--- src/rtl/session_semaphore_locks_assert.svh ---
// assertion macros for the semaphore lock bank
// depends on nothing; included by the top level
`ifndef SESSION_SEMAPHORE_LOCKS_ASSERT_SVH
`define SESSION_SEMAPHORE_LOCKS_ASSERT_SVH

`ifndef SYNTHESIS
// same-cycle implication, checked out of reset
`define SSL_ASSERT_IMPL(label, clk, rst_n, ante, cons) \
  label: assert property (@(posedge clk) disable iff (!rst_n) (ante) |-> (cons)) \
    else $error("assertion failed: same-cycle implication");
// next-cycle implication, checked out of reset
`define SSL_ASSERT_NEXT(label, clk, rst_n, ante, cons) \
  label: assert property (@(posedge clk) disable iff (!rst_n) (ante) |=> (cons)) \
    else $error("assertion failed: next-cycle implication");
`else
`define SSL_ASSERT_IMPL(label, clk, rst_n, ante, cons)
`define SSL_ASSERT_NEXT(label, clk, rst_n, ante, cons)
`endif

`endif

--- src/rtl/ssl_pkg.sv ---
// shared types and constants for the semaphore lock bank
// no dependencies; used by ssl_lock_bank and session_semaphore_locks
package ssl_pkg;

  localparam int LOCK_COUNT_DEF = 4;
  localparam int SESSION_W      = 64;
  localparam int COUNT_W        = 32;

  // operation codes
  localparam logic [2:0] OP_ACQUIRE    = 3'd0;
  localparam logic [2:0] OP_FREE       = 3'd1;
  localparam logic [2:0] OP_READ_COUNT = 3'd2;
  localparam logic [2:0] OP_QUERY_HELD = 3'd3;
  localparam logic [2:0] OP_CLEANUP    = 3'd4;

  // result status codes
  localparam logic [1:0] STAT_OK        = 2'd0;
  localparam logic [1:0] STAT_HELD      = 2'd1;
  localparam logic [1:0] STAT_NOT_OWNER = 2'd2;

  typedef struct packed {
    logic [2:0]           op;
    logic [1:0]           lock_index;
    logic [SESSION_W-1:0] session_id;
  } in_item_t;

  typedef struct packed {
    logic [1:0]         status;
    logic [COUNT_W-1:0] count_value;
    logic               is_held;
  } out_item_t;

  // update strobes into the lock bank
  typedef struct packed {
    logic acquire;
    logic release_lock;
  } bank_ctl_t;

  // contents of the selected lock
  typedef struct packed {
    logic                 held;
    logic [COUNT_W-1:0]   count;
    logic [SESSION_W-1:0] owner;
  } bank_rd_t;

  typedef enum logic [1:0] {
    S_IDLE,
    S_OP,
    S_SCAN
  } ssl_state_t;

endpackage

--- src/rtl/session_semaphore_locks.sv ---
// Bank of LOCK_COUNT semaphore locks with acquire, free, read-counter,
// query-held and session-cleanup requests. A request is accepted in S_IDLE
// and executed in S_OP, which loads the result register; a cleanup request
// instead walks the locks in S_SCAN, because a single 64-bit owner
// comparator walks the locks one per cycle. in_ready is high only between
// requests; the result sits in an output register, and the last step of a
// request waits while an earlier result has not been taken.
// depends on ssl_pkg, ssl_lock_bank and session_semaphore_locks_assert.svh
`include "session_semaphore_locks_assert.svh"

module session_semaphore_locks #(
  parameter int LOCK_COUNT = ssl_pkg::LOCK_COUNT_DEF
) (
  input  logic               clk,
  input  logic               rst_n,
  input  logic               in_valid,
  output logic               in_ready,
  input  ssl_pkg::in_item_t  in_data,
  output logic               out_valid,
  input  logic               out_ready,
  output ssl_pkg::out_item_t out_data
);

  localparam int IDX_W = (LOCK_COUNT > 1) ? $clog2(LOCK_COUNT) : 1;

  ssl_pkg::ssl_state_t state_r, state_nxt;
  ssl_pkg::in_item_t   req_r, req_nxt;
  logic [IDX_W-1:0]    cur_idx_r, cur_idx_nxt;
  logic                out_valid_r, out_valid_nxt;
  ssl_pkg::out_item_t  out_data_r, out_data_nxt;

  ssl_pkg::bank_ctl_t  ctl;
  ssl_pkg::bank_rd_t   rd;
  logic                owner_match;
  logic                idx_ok;
  logic                op_known;
  logic                out_free;
  logic                last_lock;

  ssl_lock_bank #(
    .LOCK_COUNT(LOCK_COUNT)
  ) u_bank (
    .clk       (clk),
    .rst_n     (rst_n),
    .idx       (cur_idx_r),
    .ctl       (ctl),
    .session_id(req_r.session_id),
    .rd        (rd)
  );

  // shared owner comparator
  assign owner_match = (rd.owner == req_r.session_id);

  assign idx_ok    = (32'(req_r.lock_index) < LOCK_COUNT);
  assign op_known  = (req_r.op <= ssl_pkg::OP_QUERY_HELD);
  assign out_free  = !out_valid_r || out_ready;
  assign last_lock = (cur_idx_r == IDX_W'(LOCK_COUNT - 1));

  // state register
  always_ff @(posedge clk) begin
    if (!rst_n) begin
      state_r     <= ssl_pkg::S_IDLE;
      out_valid_r <= 1'b0;
    end else begin
      state_r     <= state_nxt;
      out_valid_r <= out_valid_nxt;
    end
  end

  // request and result payload
  always_ff @(posedge clk) begin
    req_r      <= req_nxt;
    cur_idx_r  <= cur_idx_nxt;
    out_data_r <= out_data_nxt;
  end

  // sequencer
  always_comb begin
    state_nxt     = state_r;
    req_nxt       = req_r;
    cur_idx_nxt   = cur_idx_r;
    out_data_nxt  = out_data_r;
    out_valid_nxt = out_valid_r && !out_ready;
    ctl           = '0;
    in_ready      = 1'b0;
    case (state_r)
      ssl_pkg::S_IDLE: begin
        in_ready = 1'b1;
        if (in_valid) begin
          req_nxt = in_data;
          if (in_data.op == ssl_pkg::OP_CLEANUP) begin
            cur_idx_nxt = '0;
            state_nxt   = ssl_pkg::S_SCAN;
          end else begin
            cur_idx_nxt = IDX_W'(in_data.lock_index);
            state_nxt   = ssl_pkg::S_OP;
          end
        end
      end
      ssl_pkg::S_OP: begin
        if (out_free) begin
          out_data_nxt  = '0;
          out_valid_nxt = 1'b1;
          state_nxt     = ssl_pkg::S_IDLE;
          if (op_known && idx_ok) begin
            out_data_nxt.count_value = rd.count;
            out_data_nxt.is_held     = rd.held;
            // acquire fails on a held lock
            if (req_r.op == ssl_pkg::OP_ACQUIRE) begin
              if (rd.held) begin
                out_data_nxt.status = ssl_pkg::STAT_HELD;
              end else begin
                ctl.acquire = 1'b1;
              end
            end else if (req_r.op == ssl_pkg::OP_FREE) begin
              // only the recorded owner may free
              if (owner_match) begin
                ctl.release_lock = 1'b1;
              end else begin
                out_data_nxt.status = ssl_pkg::STAT_NOT_OWNER;
              end
            end
          end
        end
      end
      ssl_pkg::S_SCAN: begin
        // release this lock if the session holds it
        if (!last_lock || out_free) begin
          ctl.release_lock = rd.held && owner_match;
          if (last_lock) begin
            out_data_nxt  = '0;
            out_valid_nxt = 1'b1;
            state_nxt     = ssl_pkg::S_IDLE;
          end else begin
            cur_idx_nxt = cur_idx_r + 1'b1;
          end
        end
      end
      default: begin
        state_nxt = ssl_pkg::S_IDLE;
      end
    endcase
  end

  assign out_valid = out_valid_r;
  assign out_data  = out_data_r;

  // checks
  `SSL_ASSERT_IMPL(a_held_fail_reports_held, clk, rst_n,
    out_valid_r && (out_data_r.status == ssl_pkg::STAT_HELD), out_data_r.is_held)
  `SSL_ASSERT_IMPL(a_status_defined, clk, rst_n, out_valid_r,
    (out_data_r.status == ssl_pkg::STAT_OK) ||
    (out_data_r.status == ssl_pkg::STAT_HELD) ||
    (out_data_r.status == ssl_pkg::STAT_NOT_OWNER))
  `SSL_ASSERT_IMPL(a_scan_in_range, clk, rst_n, state_r == ssl_pkg::S_SCAN,
    32'(cur_idx_r) < LOCK_COUNT)
  `SSL_ASSERT_NEXT(a_busy_after_accept, clk, rst_n, in_valid && in_ready, !in_ready)

endmodule

--- src/rtl/ssl_lock_bank.sv ---
// lock storage: held flags, acquisition counters and owner ids
// depends on ssl_pkg
module ssl_lock_bank #(
  parameter int  LOCK_COUNT = ssl_pkg::LOCK_COUNT_DEF,
  localparam int IDX_W      = (LOCK_COUNT > 1) ? $clog2(LOCK_COUNT) : 1
) (
  input  logic                            clk,
  input  logic                            rst_n,
  input  logic [IDX_W-1:0]                idx,
  input  ssl_pkg::bank_ctl_t              ctl,
  input  logic [ssl_pkg::SESSION_W-1:0]   session_id,
  output ssl_pkg::bank_rd_t               rd
);

  logic                          held_r  [LOCK_COUNT];
  logic [ssl_pkg::COUNT_W-1:0]   count_r [LOCK_COUNT];
  logic [ssl_pkg::SESSION_W-1:0] owner_r [LOCK_COUNT];
  logic                          idx_ok;

  assign idx_ok = (32'(idx) < LOCK_COUNT);

  // single read port at the selected lock
  always_comb begin
    rd = '0;
    if (idx_ok) begin
      rd.held  = held_r[idx];
      rd.count = count_r[idx];
      rd.owner = owner_r[idx];
    end
  end

  // update the selected lock
  always_ff @(posedge clk) begin
    if (!rst_n) begin
      for (int i = 0; i < LOCK_COUNT; i++) begin
        held_r[i]  <= 1'b0;
        count_r[i] <= '0;
        owner_r[i] <= '0;
      end
    end else begin
      for (int i = 0; i < LOCK_COUNT; i++) begin
        if (IDX_W'(i) == idx) begin
          if (ctl.acquire) begin
            held_r[i]  <= 1'b1;
            count_r[i] <= count_r[i] + 1'b1;
            owner_r[i] <= session_id;
          end else if (ctl.release_lock) begin
            held_r[i] <= 1'b0;
          end
        end
      end
    end
  end

endmodule

--- config.mk ---
export PLATFORM = sky130hd
export DESIGN_NAME = session_semaphore_locks
export DESIGN_NICKNAME = d
export VERILOG_FILES = /design/src/rtl/ssl_pkg.sv /design/src/rtl/session_semaphore_locks.sv /design/src/rtl/ssl_lock_bank.sv
export VERILOG_INCLUDE_DIRS = /design/src /design/src/rtl
export SDC_FILE = /design/constraint.sdc
export NUM_CORES = 1
export LEC_CHECK = 0
export BUFFER_PORTS_ARGS = -buffer_cell sky130_fd_sc_hd__buf_2
export CAP_MARGIN = 10
export CORE_MARGIN = 10
export CORE_UTILIZATION = 55
export CTS_BUF_LIST = sky130_fd_sc_hd__clkbuf_16
export CTS_CLUSTER_SIZE = 14
export DETAILED_ROUTE_END_ITERATION = 8
export PLACE_DENSITY_LB_ADDON = 0.1
export SLEW_MARGIN = 20
export SYNTH_ARGS = -nofsm -noshare
export SYNTH_HDL_FRONTEND = slang
export SYNTH_SLANG_ARGS = --single-unit
--- constraint.sdc ---
create_clock -name clk -period 5.5 [get_ports clk]
set_clock_uncertainty 0.2 [all_clocks]
set_input_delay 1.1 -clock clk [delete_from_list [all_inputs] [get_ports clk]]
set_output_delay 1.1 -clock clk [all_outputs]
set_load 0.03 [all_outputs]
==> reports/results.tsv, run 1 <==
stage	metric	value	unit
sta	setup TNS	0	ps
grt	GRT Total Usage	18.9	%
pwr	Net Sw Power	1.99	mW
clocking	clock sink total	497	
routing	vias per cell	5.70	
routing	Initial DRC Count	1042	
clocking	postcts setup bufs	0	
clocking	Resized Gates After CTS	0	
pwr	clock network fraction of design power	39.2	%
place	# port buffers	109	
pwr	overall power	8.67	mW
synth	Synth area leaders	edfxtp_1, mux4_2, and2_1	
worst_setup_path	critical path startpoint category	register	
cells_and_area	most frequent cells in the layout	edfxtp_1, and2_1, nor2_1, xor2_1, buf_2	
synth	syn nets	1651	
cells_and_area	design area	25800	µm²
worst_setup_path	Critical Path, Cell by Cell	buf_4 > mux4_2 > nor3b_4 > and2_1 > nand2_1 > buf_4 > inv_2 > buf_4 > and2_1	
min_path	hold crit path type	reg2reg	
sta	RSZ-0062 raised after global routing	false	
routing	WL final	47400	µm
synth	sequential element share of the synthesized area	64.6	%
worst_setup_path	critical path class	reg2reg	
routing	vias	12800	
pwr	VDD IR-drop max	0.000266	V
sta	Tightest Pin Transition	1080	ps
clocking	TritonCTS clock tree	built	
cells_and_area	n_diodes	0	
grt	first-pass GRT wire length	75000	µm
place	GP Congestion	0.819	
cells_and_area	Fillers	3090	
routing	Remaining DRCs	0	
clocking	Hold Buf Count CTS	0	
synth	cell taking the most area after synthesis	edfxtp_1	
cells_and_area	Final #Nets	1765	
synth	Most used DFF post-synth	edfxtp_1	
synth	Cell variety after synth	39	
synth	Avg Synthesized Cell Area	14.7	µm²
synth	number of flops mapped to enable cells by yosys	489	
synth	Yosys warnings	0	
clocking	Clock Path Buffers	3	
sta	final worst path period share	71.4	%
floorplan	core area	41100	µm²
clocking	Worst-path clk slew	60	ps
pwr	P_int	6.68	mW
sta	slew margin rel.	26.7	%
sta	Hold Violations, Final	0	
grt	antenna violations before repair	0	
sta	Slew Limit Fails	0	
run	MaxCap Viol Count	0	
grt	largest net degree at the start of global routing	68	
floorplan	io pins	110	
synth	Syn Std Cell Area	23000	µm²
routing	Wirelength per Cell	21.1	µm
pwr	register share of total power	51.9	%
pwr	Sw Ratio	23.0	%
synth	ys async rst share	0	%
sta	minimum clock period	3930	ps
grt	Overflow after GRT	0	
worst_setup_path	crit-path most repeated cell	buf_4	
floorplan	Die Wd	224	µm
floorplan	die height	224	µm
pwr	PwrDens	336	nW/µm²
worst_setup_path	CP top delay family	buffers and inverters	
min_path	Hold Path Origin	u_bank.held_r[2]$_DFF_P_	
clocking	Worst-Skew Late Latency	580	ps
routing	Final ANT Viol Nets	0	
cells_and_area	Layout area overhead	12.2	%
worst_setup_path	Max FO, Critical Path	32	
floorplan	Initial Utilization	55.9	%
worst_setup_path	CP bufs+invs	4	
synth	share of the synthesized area in the top cell type	63.9	%
worst_setup_path	CP endpoint kind	register	
sta	fmax	0.254	GHz
grt	vias in the first global route	13200	
pwr	Comb pwr share	8.8	%
clocking	clock root cell	clkbuf_16	
synth	#FFs+latches synth	497	
pwr	Leak	9.15	nW
sta	# setup viols final	0	
cells_and_area	share of cells above drive strength 1	18.5	%
run_status	run status	complete, no violations	
routing	TritonRoute pass-1 iters	5	
worst_setup_path	largest stage delay on the critical path	640	ps
place	total placed instance area	24100	µm²
floorplan	die area	50300	µm²
worst_setup_path	CP Data Required Time	5750	ps
worst_setup_path	CP arrival	4180	ps
worst_setup_path	CP max-delay cell	dfxtp_4	
place	Post-DP HPWL	30100	µm
cells_and_area	commonest non-fill, non-tap cell in the layout	edfxtp_1	
cells_and_area	fin util	62.7	%
clocking	Num CTS Buffers	52	
clocking	H-Tree Depth	2	
synth	Post-Syn Instances	1567	
floorplan	FP Rows	74	
path summary, 6_finish.rpt:
path | cells after the start | to | slack [ps]
setup / recovery | 9 | u_bank.owner_r[3][30]$_SDFFCE_PN0P_ | 1570
hold / removal | 2 | u_bank.held_r[2]$_DFF_P_ | 330
setup reg to reg | 9 | u_bank.owner_r[3][30]$_SDFFCE_PN0P_ | 1570
hold reg to reg | 2 | u_bank.held_r[2]$_DFF_P_ | 330
worst min-delay path, cell delays in order, from the launching register on:
cell	delay, ps
dfxtp_1	320
a21oi_1	120
a21oi_1	50
registers in the layout (all words and copies together) (netlist names), named ones only:
name / flops
u_bank.owner_r: 256
out_data: 35
u_bank.count_r: 128
u_bank.held_r: 4
req_r: 67
out_valid: 1
state_r: 2
cur_idx_r: 2
power groups by stage:
stage	clock network [mW]	logic (mW)	registers, mW
after floorplan	0	0.580	4.55
after global placement	0	0.768	4.58
after detailed placement	0	0.776	4.59
after CTS	3.46	0.780	4.51
after global routing	3.61	0.834	4.53
final	3.40	0.765	4.51
per-stage QoR:
stage	hold slack [ps]	instances	worst slack (ps)
after floorplan	279	1567	943
after global placement	306	2158	1580
after detailed placement	314	2158	1530
after CTS	324	2251	1520
after global routing	403	2252	1260
final	335	2252	1570
routing by layer:
metal	wire length [µm]	share of wire, %	vias to the layer above	global-route usage [%]
li1	-	-	5963	-
met1	20800	44	6551	25.1
met2	23700	50	265	32.1
met3	2000	4.2	60	2.86
met4	937	2.0	0	5.29
met5	0	0	-	0
cell families (layout without fill, tap and decap cells):
kind of cell | count (synthesis) | in the layout | synth area share [%]
simple gates | 672 | 672 | 16.0
flops | 497 | 497 | 64.6
xor+xnor | 184 | 184 | 7.02
mux | 99 | 99 | 9.60
buf+inv | 86 | 239 | 1.64
compound gates | 18 | 18 | 0.490
fa+ha+maj | 11 | 11 | 0.599
cell type report:
cell class              count  area, µm²  share of cell area [%]
multi-input cells         984       7800                    30.3
inverters                  15       56.3                   0.218
clock buffers              53       1330                    5.14
flip-flops and latches    497      14900                    57.6
clock inverters            40        303                    1.17
repair buffers            131        773                    3.00
well taps                 532        666                    2.58
synthesized netlist by cell type (2+ instances only):
master / n
or4_1: 2
nand3_1: 50
a22oi_1: 2
buf_6: 6
ha_1: 11
mux2i_1: 2
and2_1: 266
nor3_1: 8
nor4b_1: 5
and4_1: 11
nor2b_1: 37
buf_1: 2
dfxtp_1: 8
nor2_1: 158
mux4_2: 97
a21oi_1: 7
nor4_1: 20
clkbuf_1: 56
and3_1: 26
or2_2: 3
xor2_1: 124
edfxtp_1: 489
xnor2_1: 60
and4b_1: 2
nand4_1: 22
inv_1: 15
nand2_1: 55
buf_2: 7
nand2b_1: 3
o21ai_0: 4
(Power assumes the default switching activity.)
==> run 2, diff against run 1 <==
--- a/config.mk
+++ b/config.mk
@@ -6,6 +6,7 @@
 export SDC_FILE = /design/constraint.sdc
 export NUM_CORES = 1
 export LEC_CHECK = 0
+export ABC_AREA = 1
 export BUFFER_PORTS_ARGS = -buffer_cell sky130_fd_sc_hd__buf_2
 export CAP_MARGIN = 10
 export CORE_MARGIN = 10
==> constraint.sdc (replaced) <==
create_clock -name clk -period 3.7 [get_ports clk]
set_clock_uncertainty 0.2 [all_clocks]
set_input_delay 0.74 -clock clk [delete_from_list [all_inputs] [get_ports clk]]
set_output_delay 0.74 -clock clk [all_outputs]
set_load 0.03 [all_outputs]
==> run 2 against run 1 <==
- area after synthesis grew 4.5%
- final area grew 5.2%
- non-clock buffer count increased by 24
- largest cell class unchanged
==> reports/results.tsv, run 2 <==
stage	metric	value	unit	change
clocking	clock root cell	clkbuf_16		
cells_and_area	Fillers	3536		+14%
synth	Avg Synthesized Cell Area	9.30	µm²	-37%
cells_and_area	Final #Nets	2767		+57%
pwr	PwrDens	606	nW/µm²	+80%
min_path	Hold Path Origin	in_data[11]		
synth	Post-Syn Instances	2580		+65%
floorplan	Initial Utilization	55.7	%	-0.17 points
worst_setup_path	CP Data Required Time	3820	ps	-1930 ps
pwr	Net Sw Power	5.60	mW	+180%
cells_and_area	number of flip-flops under the largest register name	256		unchanged
routing	WL final	60800	µm	+28%
cells_and_area	area occupied by multi-input gates	7830	µm²	+0.27%
worst_setup_path	CP arrival	3480	ps	-700 ps
cells_and_area	n_diodes	0		unchanged
synth	Most used DFF post-synth	edfxtp_1		
pwr	VDD IR-drop max	0.000473	V	+78%
clocking	TritonCTS clock tree	built		
worst_setup_path	R2R Setup Slk	340	ps	-1230 ps
synth	#FFs+latches synth	497		unchanged
synth	Synth top cells by count	nand2_1, edfxtp_1, nor2_1, inv_1, nand3_1		
floorplan	core area	43100	µm²	+4.8%
grt	met3 usage	4.14	%	+1.3 points
routing	Wirelength per Cell	18.4	µm	-13%
clocking	Clock Path Buffers	3		unchanged
routing	vias per cell	5.59		-1.9%
grt	met1 Resource Use GR	33.2	%	+8.1 points
grt	Global Route met2 Usage	34.7	%	+2.7 points
sta	Tightest Pin Transition	736	ps	-348 ps
worst_setup_path	worst reg2reg path depth	15		+6
run	MaxCap Viol Count	0		unchanged
cells_and_area	most frequent cells in the layout	nand2_1, edfxtp_1, nor2_1, inv_1, nand3_1		
floorplan	FP Rows	76		+2.7%
routing	vias	18500		+44%
cells_and_area	commonest non-fill, non-tap cell in the layout	nand2_1		
min_path	WHS Path Cells	1		-1
worst_setup_path	Max FO, Critical Path	65		+100%
worst_setup_path	crit-path most repeated cell	nand2_1		
clocking	Worst-Skew Late Latency	610	ps	+30 ps
pwr	P_int	10.8	mW	+62%
synth	cell taking the most area after synthesis	edfxtp_1		
worst_setup_path	CP top delay family	simple AND/OR/NAND/NOR gates		
min_path	hold crit path type	in2reg		
worst_setup_path	CP max-delay cell	dfxtp_4		
routing	TritonRoute pass-1 iters	5		unchanged
sta	Hold Violations, Final	0		unchanged
pwr	clock network fraction of design power	31.1	%	-8.1 points
clocking	Num CTS Buffers	54		+3.8%
cells_and_area	biggest regs	u_bank.owner_r: 256 flops, u_bank.count_r: 128 flops, req_r: 67 flops		
sta	slew margin rel.	50.9	%	+24 points
synth	Yosys warnings	0		unchanged
grt	largest net degree at the start of global routing	118		+74%
grt	busiest layer in global routing	met2		
routing	Initial DRC Count	2162		+110%
cells_and_area	share of cells above drive strength 1	9.32	%	-9.2 points
floorplan	die height	229	µm	+2.0%
place	cell total after placement	3212		+49%
cells_and_area	Sequential Area	14900	µm²	unchanged
clocking	Hold Buf Count CTS	0		unchanged
pwr	Sw Ratio	34.1	%	+11 points
place	Post-DP HPWL	39700	µm	+32%
grt	GRT Total Usage	22.9	%	+3.9 points
place	total placed instance area	25500	µm²	+5.5%
floorplan	die area	52400	µm²	+4.1%
worst_setup_path	largest stage delay on the critical path	460	ps	-180 ps
clocking	clock sink total	497		unchanged
cells_and_area	largest register by flop count	u_bank.owner_r		
clocking	Resized Gates After CTS	0		unchanged
clocking	H-Tree Depth	2		unchanged
synth	Syn Std Cell Area	24000	µm²	+4.5%
sta	final hold slack	112	ps	-222 ps
worst_setup_path	critical path class	reg2reg		
cells_and_area	Non-Filler Instances	3311		+47%
cells_and_area	design area	27100	µm²	+5.2%
pwr	Leak	10.9	nW	+19%
worst_setup_path	CP bufs+invs	2		-2
grt	vias in the first global route	17800		+35%
pwr	register share of total power	42.7	%	-9.2 points
sta	minimum clock period	3360	ps	-569 ps
sta	RSZ-0062 raised after global routing	false		
worst_setup_path	critical path startpoint category	register		
place	# port buffers	109		unchanged
worst_setup_path	Worst path depth	15		+6
synth	Synth area leaders	edfxtp_1, nand2_1, nor2_1		
sta	final worst path period share	90.8	%	+19 points
place	GP Congestion	0.883		+7.9%
pwr	Comb pwr share	26.2	%	+17 points
synth	Cell variety after synth	41		+5.1%
grt	first-pass GRT wire length	96700	µm	+29%
routing	Remaining DRCs	0		unchanged
synth	sequential element share of the synthesized area	61.9	%	-2.8 points
worst_setup_path	CP endpoint kind	register		
floorplan	io pins	110		unchanged
synth	share of the synthesized area in the top cell type	61.2	%	-2.7 points
sta	fmax	0.298	GHz	+17%
clocking	Worst-path clk slew	60	ps	about the same
synth	ys async rst share	0	%	unchanged
floorplan	Die Wd	229	µm	+2.0%
sta	Slew Limit Fails	0		unchanged
synth	most numerous cell in the Yosys netlist	nand2_1		
grt	antenna violations before repair	0		unchanged
run_status	run status	complete, no violations		
clocking	postcts setup bufs	0		unchanged
routing	Final ANT Viol Nets	0		unchanged
worst_setup_path	Critical Path, Cell by Cell	inv_6 > buf_4 > nand2_1 > nand3_1 > nand2_1 > nand2_1 > nand2_1 > nor2_1 > nand2_1 > nor2_1 > nand2_1 > nor2_2 > and2_1 > nand3_1 > nand2_1		
sta	# setup viols final	0		unchanged
synth	syn nets	2664		+61%
synth	number of flops mapped to enable cells by yosys	489		unchanged
cells_and_area	Layout area overhead	13.0	%	
grt	Overflow after GRT	0		unchanged
run 2: cell count changes after synthesis, moves of 100 or more:
cell / change
inv_1: +207
o21ai_0: +100
xor2_1: -101
nor2_1: +283
a21oi_1: +141
nand3_1: +166
nand2_1: +587
and2_1: -265
run 2: cell type report:
cell class,count,area share (%)
clock buffers,55,5.08
clock inverters,44,1.07
inverters,228,3.18
multi-input cells,1747,28.9
flip-flops and latches,497,54.8
well taps,585,2.70
repair buffers,155,4.35
run 2: final timing paths:
check / endpoint
hold / removal: req_r[11]$_DFFE_PP_
setup / recovery: u_bank.held_r[3]$_SDFFCE_PP0P_
setup reg to reg: u_bank.held_r[3]$_SDFFCE_PP0P_
hold reg to reg: u_bank.held_r[2]$_DFF_P_
run 2: cell families (layout without fill, tap and decap cells):
group	Yosys count	in the layout	share of synthesized area (%)
xor gates and xnor gates	27	27	0.985
adders and majority gates	11	11	0.574
AOI/OAI and AO/OA	287	287	6.32
and+or+nand+nor	1422	1422	24.5
buffers and inverters	336	482	5.72
DFF	497	497	61.9
run 2: power by group through the flow:
stage          sequential [mW]  clock (mW)  combinational (mW)
6_report                  7.02        5.12                4.31
3_3_place_gp              7.13           0                4.17
2_1_floorplan             7.20           0                2.86
3_5_place_dp              7.13           0                4.26
4_1_cts                   7.02        5.20                4.28
5_1_grt                   7.06        5.43                4.76
run 2: metal layers:
| layer | routed length (µm) | share of wire (%) | up-vias |
|---|---|---|---|
| li1 | - | - | 8891 |
| met1 | 27900 | 46 | 8864 |
| met2 | 27100 | 45 | 659 |
| met3 | 4490 | 7.4 | 96 |
| met4 | 1330 | 2.2 | 0 |
| met5 | 0 | 0 | - |
run 2: through the flow:
step / power (mW) / setup WS (ps) / setup TNS, ps / utilization (%)
floorplan: 10.1 / -618 / -118750 / -
detailed placement: 11.4 / 369 / 0 / 59.1
finish: 16.4 / 339 / 0 / 62.9
global placement: 11.3 / 439 / 0 / 59.1
global route: 17.3 / 122 / 0 / 62.9
CTS: 16.5 / 356 / 0 / 62.9
